### src/rtl/core/bssg_pkg.sv
`timescale 1ns / 1ps
// ----------------------------------------------------------------------------
// bssg_pkg
// Shared types and constants of the broadcast shape and stride generator.
// ----------------------------------------------------------------------------
package bssg_pkg;

  // Field widths.
  localparam int unsigned DIM_W    = 16;
  localparam int unsigned STRIDE_W = 32;
  localparam int unsigned PROD_W   = DIM_W + STRIDE_W;

  // Largest broadcast rank accepted without error.
  localparam logic [3:0] MAX_RANK = 4'd8;

  // Saturation points.
  localparam logic [STRIDE_W-1:0] SAT32    = '1;
  localparam logic [3:0]          RANK_SAT = 4'd15;
  localparam logic [2:0]          POS_MAX  = 3'd7;

  // Status codes reported with every item.
  typedef enum logic [1:0] {
    ST_OK       = 2'd0,
    ST_INCOMPAT = 2'd1,
    ST_RANK     = 2'd2
  } status_t;

endpackage

### src/rtl/core/broadcast_shape_stride_generator.sv
`timescale 1ns / 1ps
// An accepted item is held in the input register; its result is computed from
// it and captured in the output register, from which it is taken.
// Throughput: one item per cycle while the result channel does not stall, set
// by the saturating 32x16 stride multiply that feeds the running strides and element count back.
// Reset (synchronous, active low) empties both stages and returns the running
// strides, element count, dimension counter, status and overflow to idle values.
// ----------------------------------------------------------------------------
// broadcast_shape_stride_generator
// Computes the broadcast output size and both operands' element strides for
// one dimension pair per item, innermost dimension first.
// ----------------------------------------------------------------------------
module broadcast_shape_stride_generator (
  input  logic        clk,
  input  logic        rst_n,
  // Input channel
  input  logic        in_valid,
  output logic        in_stall,
  input  logic        in_present_a,
  input  logic [15:0] in_size_a,
  input  logic        in_present_b,
  input  logic [15:0] in_size_b,
  input  logic        in_last,
  // Result channel
  output logic        out_valid,
  input  logic        out_stall,
  output logic [15:0] out_size,
  output logic [31:0] out_stride_a,
  output logic [31:0] out_stride_b,
  output logic [2:0]  out_dim_position,
  output logic        out_end_of_shape,
  output logic [1:0]  out_status,
  output logic [3:0]  out_rank,
  output logic [31:0] out_numel,
  output logic        out_overflow
);

  // Input register
  logic                            s1_valid_r;
  logic                            s1_present_a_r;
  logic [bssg_pkg::DIM_W-1:0]      s1_size_a_r;
  logic                            s1_present_b_r;
  logic [bssg_pkg::DIM_W-1:0]      s1_size_b_r;
  logic                            s1_last_r;

  // Running shape state
  logic [bssg_pkg::STRIDE_W-1:0]   nat_a_r, nat_a_nxt;
  logic [bssg_pkg::STRIDE_W-1:0]   nat_b_r, nat_b_nxt;
  logic [bssg_pkg::STRIDE_W-1:0]   numel_r, numel_nxt;
  logic [3:0]                      dim_cnt_r, dim_cnt_nxt;
  bssg_pkg::status_t               err_r, err_nxt;
  logic                            ovf_r, ovf_nxt;

  // Result register
  logic                            s2_valid_r;
  logic [bssg_pkg::DIM_W-1:0]      s2_size_r;
  logic [bssg_pkg::STRIDE_W-1:0]   s2_stride_a_r;
  logic [bssg_pkg::STRIDE_W-1:0]   s2_stride_b_r;
  logic [2:0]                      s2_pos_r;
  logic                            s2_last_r;
  bssg_pkg::status_t               s2_status_r;
  logic [3:0]                      s2_rank_r;
  logic [bssg_pkg::STRIDE_W-1:0]   s2_numel_r;
  logic                            s2_ovf_r;

  // Datapath signals
  logic                            s1_adv;
  logic [bssg_pkg::DIM_W-1:0]      size_a_eff, size_b_eff, size_o;
  logic                            incompat;
  bssg_pkg::status_t               err_new;
  logic [bssg_pkg::STRIDE_W-1:0]   stride_a, stride_b;
  logic [bssg_pkg::PROD_W-1:0]     prod_a, prod_b, prod_o;
  logic                            sat_a, sat_b, sat_o;
  logic [bssg_pkg::STRIDE_W-1:0]   nat_a_mul, nat_b_mul, numel_mul;
  logic                            ovf_new;
  logic [2:0]                      pos;
  logic [3:0]                      rank;

  // Handshake: the input stage moves on whenever the result register is free
  // or is being emptied this cycle.
  assign s1_adv   = s1_valid_r && (!s2_valid_r || !out_stall);
  assign in_stall = s1_valid_r && !s1_adv;

  // Capture a new item whenever the input register is free or moves on.
  always_ff @(posedge clk) begin
    if (!rst_n) begin
      s1_valid_r <= 1'b0;
    end else if (!in_stall) begin
      s1_valid_r <= in_valid;
    end
  end

  always_ff @(posedge clk) begin
    if (in_valid && !in_stall) begin
      s1_present_a_r <= in_present_a;
      s1_size_a_r    <= in_size_a;
      s1_present_b_r <= in_present_b;
      s1_size_b_r    <= in_size_b;
      s1_last_r      <= in_last;
    end
  end

  // Effective sizes, output size and compatibility.
  always_comb begin
    size_a_eff = s1_present_a_r ? s1_size_a_r : bssg_pkg::DIM_W'(1);
    size_b_eff = s1_present_b_r ? s1_size_b_r : bssg_pkg::DIM_W'(1);
    size_o     = (size_a_eff > size_b_eff) ? size_a_eff : size_b_eff;
    incompat   = (size_a_eff != size_b_eff) && (size_a_eff != bssg_pkg::DIM_W'(1))
                 && (size_b_eff != bssg_pkg::DIM_W'(1));
  end

  // Sticky status: a rank error overrides an incompatibility.
  always_comb begin
    err_new = err_r;
    if (err_r == bssg_pkg::ST_OK && incompat) begin
      err_new = bssg_pkg::ST_INCOMPAT;
    end
    if (dim_cnt_r >= bssg_pkg::MAX_RANK) begin
      err_new = bssg_pkg::ST_RANK;
    end
  end

  // Broadcast strides: zero when absent or stretched from size one.
  always_comb begin
    stride_a = nat_a_r;
    stride_b = nat_b_r;
    if (!s1_present_a_r || (size_a_eff == bssg_pkg::DIM_W'(1)
                            && size_o > bssg_pkg::DIM_W'(1))) begin
      stride_a = '0;
    end
    if (!s1_present_b_r || (size_b_eff == bssg_pkg::DIM_W'(1)
                            && size_o > bssg_pkg::DIM_W'(1))) begin
      stride_b = '0;
    end
  end

  // Saturating running products, one 32x16 multiply each.
  always_comb begin
    prod_a    = bssg_pkg::PROD_W'(nat_a_r) * bssg_pkg::PROD_W'(size_a_eff);
    prod_b    = bssg_pkg::PROD_W'(nat_b_r) * bssg_pkg::PROD_W'(size_b_eff);
    prod_o    = bssg_pkg::PROD_W'(numel_r) * bssg_pkg::PROD_W'(size_o);
    sat_a     = |prod_a[bssg_pkg::PROD_W-1:bssg_pkg::STRIDE_W];
    sat_b     = |prod_b[bssg_pkg::PROD_W-1:bssg_pkg::STRIDE_W];
    sat_o     = |prod_o[bssg_pkg::PROD_W-1:bssg_pkg::STRIDE_W];
    nat_a_mul = sat_a ? bssg_pkg::SAT32 : prod_a[bssg_pkg::STRIDE_W-1:0];
    nat_b_mul = sat_b ? bssg_pkg::SAT32 : prod_b[bssg_pkg::STRIDE_W-1:0];
    numel_mul = sat_o ? bssg_pkg::SAT32 : prod_o[bssg_pkg::STRIDE_W-1:0];
    ovf_new   = ovf_r || (s1_present_a_r && sat_a) || (s1_present_b_r && sat_b) || sat_o;
  end

  // Position and rank, both saturating.
  always_comb begin
    pos  = (dim_cnt_r > 4'(bssg_pkg::POS_MAX)) ? bssg_pkg::POS_MAX : dim_cnt_r[2:0];
    rank = (dim_cnt_r != bssg_pkg::RANK_SAT) ? dim_cnt_r + 4'd1 : bssg_pkg::RANK_SAT;
  end

  // Next state: the last item of a shape returns everything to idle.
  always_comb begin
    if (s1_last_r) begin
      nat_a_nxt   = bssg_pkg::STRIDE_W'(1);
      nat_b_nxt   = bssg_pkg::STRIDE_W'(1);
      numel_nxt   = bssg_pkg::STRIDE_W'(1);
      dim_cnt_nxt = '0;
      err_nxt     = bssg_pkg::ST_OK;
      ovf_nxt     = 1'b0;
    end else begin
      nat_a_nxt   = s1_present_a_r ? nat_a_mul : nat_a_r;
      nat_b_nxt   = s1_present_b_r ? nat_b_mul : nat_b_r;
      numel_nxt   = numel_mul;
      dim_cnt_nxt = rank;
      err_nxt     = err_new;
      ovf_nxt     = ovf_new;
    end
  end

  // Shape state advances with each item that leaves the input register.
  always_ff @(posedge clk) begin
    if (!rst_n) begin
      nat_a_r   <= bssg_pkg::STRIDE_W'(1);
      nat_b_r   <= bssg_pkg::STRIDE_W'(1);
      numel_r   <= bssg_pkg::STRIDE_W'(1);
      dim_cnt_r <= '0;
      err_r     <= bssg_pkg::ST_OK;
      ovf_r     <= 1'b0;
    end else if (s1_adv) begin
      nat_a_r   <= nat_a_nxt;
      nat_b_r   <= nat_b_nxt;
      numel_r   <= numel_nxt;
      dim_cnt_r <= dim_cnt_nxt;
      err_r     <= err_nxt;
      ovf_r     <= ovf_nxt;
    end
  end

  // Result register valid.
  always_ff @(posedge clk) begin
    if (!rst_n) begin
      s2_valid_r <= 1'b0;
    end else if (!s2_valid_r || !out_stall) begin
      s2_valid_r <= s1_valid_r;
    end
  end

  // Result register payload.
  always_ff @(posedge clk) begin
    if (s1_adv) begin
      s2_size_r     <= size_o;
      s2_stride_a_r <= stride_a;
      s2_stride_b_r <= stride_b;
      s2_pos_r      <= pos;
      s2_last_r     <= s1_last_r;
      s2_status_r   <= err_new;
      s2_rank_r     <= rank;
      s2_numel_r    <= numel_mul;
      s2_ovf_r      <= ovf_new;
    end
  end

  // Output ports.
  assign out_valid        = s2_valid_r;
  assign out_size         = s2_size_r;
  assign out_stride_a     = s2_stride_a_r;
  assign out_stride_b     = s2_stride_b_r;
  assign out_dim_position = s2_pos_r;
  assign out_end_of_shape = s2_last_r;
  assign out_status       = s2_status_r;
  assign out_rank         = s2_rank_r;
  assign out_numel        = s2_numel_r;
  assign out_overflow     = s2_ovf_r;

endmodule

### config.mk
export PLATFORM = sky130hd
export DESIGN_NAME = broadcast_shape_stride_generator
export DESIGN_NICKNAME = d
export VERILOG_FILES = /design/src/rtl/core/bssg_pkg.sv /design/src/rtl/core/broadcast_shape_stride_generator.sv
export SDC_FILE = /design/constraint.sdc
export NUM_CORES = 2
export LEC_CHECK = 0
export ABC_AREA = 1
export BUFFER_PORTS_ARGS = -buffer_cell sky130_fd_sc_hd__buf_2
export CORE_MARGIN = 5
export CORE_UTILIZATION = 55
export DETAILED_ROUTE_END_ITERATION = 8
export GPL_TIMING_DRIVEN = 0
export PLACE_DENSITY = 0.75
export SYNTH_ARGS = -nofsm -noshare
export SYNTH_HDL_FRONTEND = slang
export SYNTH_SLANG_ARGS = --single-unit
### constraint.sdc
create_clock -name clk -period 14.6 [get_ports clk]
set_input_delay 0 -clock clk [delete_from_list [all_inputs] [get_ports clk]]
set_output_delay 0 -clock clk [all_outputs]
set_load 0.03 [all_outputs]
# == Yosys cells after proc, flatten, opt, wreduce, memory -nomap -nowiden ==
# Index checks and enable logic that the tools add are counted.
# word_totals
regBits,263
latch_bits,0
ram_bits,0
romBits,0
in_bits,39
output_inout_bits,125
elab_cells,83
memories,0
# op_classes
add_sub_neg,1
n_mul,3
div,0
magnitude_cmp,4
eq_ne,6
n_shift,0
muxes,17
bitwise,0
n_reduce_logical,30
# op_table
op,n
two-way mux 32 bit,8
multiplier 32 x 16 -> 48 bit,3
two-way mux 16 bit,3
OR reduction 16 bit,3
"equality test 16 x 1 -> 1 bit, second input constant",2
"inequality test 16 x 1 -> 1 bit, second input constant",2
"> comparator 16 x 1 -> 1 bit, second input constant",1
> comparator 16 bit,1
inequality test 16 bit,1
logical AND 1 bit,10
two-way mux 4 bit,2
logical NOT 1 bit,6
logical OR 1 bit,6
two-way mux 2 bit,3
"adder 4 x 1 -> 4 bit, second input constant",1
"greater-or-equal comparator 4 bit, second input constant",1
"> comparator 4 x 3 -> 1 bit, second input constant",1
"inequality test 4 bit, second input constant",1
AND reduction 2 bit,2
nonzero test 2 bit,2
logical NOT 2 bit,1
two-way mux 1 bit,1

# == Longest topological paths before layout ==
# logic_depth
word_depth,8
ltp_mapped,55
mapped_depth_nobuf,47

# == Least setup slack after synthesis ==
# Ideal clock, no wire load.
# synth_timing
kind,register to register
startpoint,register s1_present_b_r
endpoint,register numel_r[0] (netlist name)
setup_ns,0.388
t_arrival_ns,8.501
required_ns,14.212
setup_slack_ns,5.712
path_stages_with_launch,51
n_path_buf,8
synth_period_minus_slack_ns,8.888
path_cell_list,edfxtp_1 -> clkbuf_1 -> buf_2 -> inv_1 -> nor2_1 -> clkbuf_1 -> inv_1 -> buf_1 -> ha_1 -> nor2_1 -> nor2_1 -> o21a_1 -> o221ai_2 -> nand2_2 -> nand2_4 -> nand2_4 -> buf_6 -> nand2_1 -> [... 15 more ...] -> nand2_1 -> nor2_1 -> inv_2 -> o21ai_1 -> inv_2 -> nand2_1 -> nand2_1 -> nand2_1 -> nand2_1 -> nand2_1 -> nand2_1 -> nor2_1 -> nand3_1 -> nor2_2 -> buf_6 -> o21ai_1 -> o21ai_1 -> o211ai_1
# synth_via
elab_chain_len,7
# synth_rtl
element,line_no,text
start: declaration,broadcast_shape_stride_generator.sv:42,logic s1_present_b_r;
start signal: assignment,broadcast_shape_stride_generator.sv:97,s1_present_b_r <= in_present_b;
two-way mux 16 bit *,broadcast_shape_stride_generator.sv:106,size_b_eff = s1_present_b_r ? s1_size_b_r : bssg_pkg::DIM_W'(1);
> comparator 16 bit,broadcast_shape_stride_generator.sv:107,size_o = (size_a_eff > size_b_eff) ? size_a_eff : size_b_eff;
two-way mux 16 bit *,broadcast_shape_stride_generator.sv:107,
multiplier 32 x 16 -> 48 bit *,broadcast_shape_stride_generator.sv:141,prod_o = bssg_pkg::PROD_W'(numel_r) * bssg_pkg::PROD_W'(size_o);
OR reduction 16 bit,broadcast_shape_stride_generator.sv:144,sat_o = |prod_o[bssg_pkg::PROD_W-1:bssg_pkg::STRIDE_W];
two-way mux 32 bit *,broadcast_shape_stride_generator.sv:147,numel_mul = sat_o ? bssg_pkg::SAT32 : prod_o[bssg_pkg::STRIDE_W-1:0];
via numel_mul (one bit),broadcast_shape_stride_generator.sv:74,"logic [bssg_pkg::STRIDE_W-1:0] nat_a_mul, nat_b_mul, numel_mul;"
two-way mux 32 bit *,broadcast_shape_stride_generator.sv:159,if (s1_last_r) begin
end signal: assignment,broadcast_shape_stride_generator.sv:181,numel_r <= bssg_pkg::STRIDE_W'(1);
end signal: assignment,broadcast_shape_stride_generator.sv:188,numel_r <= numel_nxt;
end: declaration,broadcast_shape_stride_generator.sv:49,"logic [bssg_pkg::STRIDE_W-1:0] numel_r, numel_nxt;"
# The timed path passes the listed nets; every way through them passes the cells marked *.
# A chain may end at the register's enable or synchronous reset.

# == Worst setup path after layout ==
# layout_timing
startpoint,register s1_present_b_r
endpoint,register ovf_r
# layout_via
elab_chain_len,7
elab_cells_between_ends,11
cone_classes,mul (2); order compare (1); mux (3); reduce/logical (5)
# layout_rtl
element,line_no,text
two-way mux 16 bit *,broadcast_shape_stride_generator.sv:106,
> comparator 16 bit,broadcast_shape_stride_generator.sv:107,
two-way mux 16 bit *,broadcast_shape_stride_generator.sv:107,
via size_o (one bit),broadcast_shape_stride_generator.sv:68,"logic [bssg_pkg::DIM_W-1:0] size_a_eff, size_b_eff, size_o;"
multiplier 32 x 16 -> 48 bit *,broadcast_shape_stride_generator.sv:141,
OR reduction 16 bit *,broadcast_shape_stride_generator.sv:144,
logical OR 1 bit *,broadcast_shape_stride_generator.sv:148,ovf_new = ovf_r || (s1_present_a_r && sat_a) || (s1_present_b_r && sat_b) || sat_o;
via ovf_new,broadcast_shape_stride_generator.sv:75,logic ovf_new;
two-way mux 1 bit *,broadcast_shape_stride_generator.sv:159,
end signal: assignment,broadcast_shape_stride_generator.sv:191,ovf_r <= ovf_nxt;
end: declaration,broadcast_shape_stride_generator.sv:52,"logic ovf_r, ovf_nxt;"
# Marked as above.

==> results.txt <==
- Endpoint type of the worst setup path: flip-flop
- Time the worst path needs with I/O delays and setup: 12.27 ns
- Across the routed clock network, the largest skew measured is 0.0560 ns.
* Clock H-tree levels: 2
- Count of max-cap constraint violations: 1
- Std-Cell Rows: 122
- Summed over all failing endpoints, the final setup total negative slack is 0 ns.
* Worst-path cell with the longest stage delay: clkbuf_1
- Across the whole layout, storage elements account for 6850 sq um.
- Startpoint of the worst setup timing path: s1_present_b_r$_DFFE_PP_
* Worst setup path category: reg -> reg
- Sinks on Clock Net: 263
- Routed wire length per instance: 21.2 um
- Setup violations remaining at the end of the flow were counted as 0.
- The first TritonRoute pass finished after 6 iterations.
* Dominant synthesized flop cell: edfxtp_1
- Post-place instance area: 63700 sq um
- During placement, the flow inserted port buffers numbering 163.
- In this run the worst setup path terminates at ovf_r$_SDFFE_PN0P_.
- Sum of buffers and inverters on the critical path: 16
* Clock network latency to the later pin of the worst-skew pair: 0.64 ns
- Broken down by cell family, the worst path's largest delay share belongs to buffers and inverters.
* Peak supply drop: 0.0781 mV
* Worst-case clock buffer depth: 3
- Buffers inserted during clock tree synthesis total 37.
- Of the cells placed in the final design, the portion with a size suffix greater than 1 is 0.0481.
- Number of unique standard cell types used by synthesis: 49
* Fillers: 10000
* Synthesized area per cell: 7.83 sq um
- Final instance area: 65300 sq um
- Number of flops mapped to enable cells by yosys: 158
- TritonCTS built the clock tree.
- After clock tree synthesis, the setup repair step added 0 buffers.
- Gpl congestion: 1.03
- Global-route wire length before repair: 314000 um
- Register bit count reported by yosys: 263
* Total global routing overflow: 0
- The number of hold violations in the final report was 0.
- Startpoint Class: flip-flop
- Number of antenna violations at the first check in global routing: 7
* Total Die Area: 118000 sq um
- Worst Reg-to-Reg Cells: 48
- Chip height: 343 um
- YS warnings: 0
- In this design, the critical path's most frequently occurring cell is inv_1.
- Counting every net in the synthesized netlist gives 9450.
- Total number of vias: 51900
* Result of the run: complete, but fails checks
- On the worst path, the slowest cell contributes a delay of 0.64 ns.
- Growth of design area from synthesis to finish: 7.25%
- In this run, the number of DRC markers left after iteration 0 of detailed routing was 4973.
- Worst reg2reg endpoint: ovf_r$_SDFFE_PN0P_
- After clock tree synthesis, the clock-pin slew on the worst setup and hold paths is 0.06 ns.
- Netlist Area Pre-Place: 60900 sq um
- In the routed design, unresolved DRC markers number 0.
- The max-slew violation total from the final report came to 11.
- The multi-input combinational cells in the finished layout cover a total of 45900 sq um.
- For this run, the share of the core covered by cells in the final layout is 0.592.
- In the routed layout, each cell is associated on average with a via count of 5.43.
- After the last flow step, the layout net total stands at 9696.
* Largest net degree at the start of global routing: 36
- Largest driver fanout on the critical path: 10
- Path category of the worst min-delay check: in -> reg
- Antenna-violating nets left: 0
- IO Count: 164
* Ys async rst share: 0
- Global router's overall resource usage: 0.353
- Setup repair after global routing left no endpoint under its margin.
- Clock root buffer: clkbuf_16
* Worst endpoint data arrival time: 12.71 ns
- The routed design has 202000 um of wire.
- The via count of the first global-routing pass came to 54800.
* Sequential cell area fraction in the yosys report: 0.112
* Leakage power of the design: 0.0297 uW
- The worst register-to-register path begins at s1_present_b_r$_DFFE_PP_.
- Die Wd: 343 um
- Of the available clock period, the critical path in the final layout requires 0.840.
- Transition at the pin with the smallest max-transition slack: 1.56 ns
- Derived from the worst setup path, the maximum achievable clock frequency is 81.5 MHz.
* Failing checks: capacitance limit, slew limit
- Pwr/cell area: 70.6 nW/um^2
- For this configuration, the core starts out at a cell density of 0.552.
- Stages on the worst setup path: 48
* CP Data Required Time: 15.04 ns
- Post-cts hold buffer count: 40
* Total core area: 110000 sq um
* Synthesized instance count: 7779
* Slew HR: -0.0412
- Worst reg2reg setup slack: 2.33 ns
* Post-DP HPWL: 171000 um
- Post-CTS repair changed the size of 0 cells.
metal layers:
layer  GRT usage  wire length (um)  vias up
met3      0.0934             22300      600
met5           0                12        -
met1       0.451             76200    25500
met2       0.557             90500     2754
li1            -                 -    23000
met4       0.179             12900        2
logic make-up after synthesis:
kind of cell             share of synthesized area
AND/OR/NAND/NOR                              0.218
AO/OA/AOI/OAI                               0.0336
adder cells (fa/ha/maj)                      0.490
XOR/XNOR                                    0.0126
buffers and inverters                        0.134
flip-flops                                   0.112
stage by stage:
stage                     setup WS (ns)  cells  total power, uW  hold slack [ns]
final                              2.33   9547             4620           0.0747
after CTS                          2.71   9542             4580           0.0296
after global routing               1.96   9542             4930           0.0692
after detailed placement           2.72   9434             3570            0.178
after floorplan                    5.71   7779             2690           0.0986
after global placement             1.37   9430             3550            0.177
area by class of cell:
class                      count  area share
antenna                        5    0.000191
buffer                       278      0.0183
clock buffer                  45      0.0152
clock inverter                23     0.00370
inverter                    1859       0.107
multi-input combinational   5379       0.703
sequential                   263       0.105
tap                         1488      0.0285
timing repair buffer         207      0.0198
synth_stat cells (2+ instances only):
master	instances	area share
edfxtp_1	158	0.078
a41oi_1	2	0.00029
nand2_2	26	0.0027
fa_1	1254	0.41
o211ai_1	2	0.00025
o21ai_0	94	0.0077
a21oi_1	233	0.019
o21ai_2	2	0.00029
o21bai_1	18	0.0022
nand2_4	6	0.0011
and3_1	2	0.00021
nand3_1	130	0.011
clkbuf_1	226	0.014
or2_1	4	0.00041
buf_12	6	0.0020
o21a_1	6	0.00074
buf_6	3	0.00055
a21o_1	2	0.00025
nor2_1	1008	0.062
nand2_1	1954	0.12
a21boi_0	2	0.00025
xor2_1	53	0.0076
ha_1	378	0.078
nand4_1	35	0.0036
a31oi_1	7	0.00072
nand3b_1	8	0.00099
and2_1	10	0.0010
inv_2	21	0.0013
o21ai_1	10	0.00082
clkinv_1	28	0.0017
inv_1	1808	0.11
nor2_2	6	0.00062
buf_2	15	0.0012
xnor2_1	35	0.0050
nor2_4	60	0.011
nand3_2	2	0.00033
dfxtp_1	105	0.034
nor4_1	12	0.0012
buf_1	27	0.0017
nor3_1	12	0.00099
state kept, by name, summed over array words and instances, names as in the netlist, 4 cells and up:
| register | count |
|---|---|
| out_stride_b | 32 |
| out_numel | 32 |
| nat_b_r | 32 |
| s1_size_b_r | 16 |
| s1_size_a_r | 16 |
| out_stride_a | 32 |
| dim_cnt_r | 4 |
| out_size | 16 |
| numel_r | 32 |
| nat_a_r | 32 |
| out_rank | 4 |
layout by cell type (no fill, tap or decap), types with 12 or more instances in the layout:
cell           netlist  layout
nand2_1           1954    1954
inv_1             1808    1807
fa_1              1254    1254
nor2_1            1008    1007
ha_1               378     378
a21oi_1            233     233
clkbuf_1           226     230
buf_2               15     178
edfxtp_1           158     158
nand3_1            130     130
dfxtp_1            105     105
o21ai_0             94      94
nor2_4              60      61
xor2_1              53      53
dlygate4sd3_1        0      40
clkbuf_16            0      37
nand4_1             35      35
xnor2_1             35      35
clkinv_1            28      29
buf_1               27      27
nand2_2             26      26
inv_2               21      22
o21bai_1            18      18
nor3_1              12      12
nor4_1              12      12
where the power goes:
part           internal [uW]  switching (uW)
combinational            876            1870
sequential               857            53.7
clock                    534             423
worst min path at each step:
stage	start	to	slack, ns	cells after the start
4_1_cts	in_size_a[11]	s1_size_a_r[11]$_DFFE_PP_	0.03	2
6_report	in_present_a	s1_present_a_r$_DFFE_PP_	0.07	2
3_3_place_gp	in_last	s1_last_r$_DFFE_PP_	0.18	1
5_1_grt	in_size_a[15]	s1_size_a_r[15]$_DFFE_PP_	0.07	2
3_5_place_dp	in_present_b	s1_present_b_r$_DFFE_PP_	0.18	1
2_1_floorplan	rst_n	numel_r[0]$_SDFFE_PN1P_	0.1	1
No activity file was read; power rests on OpenSTA's default activity.
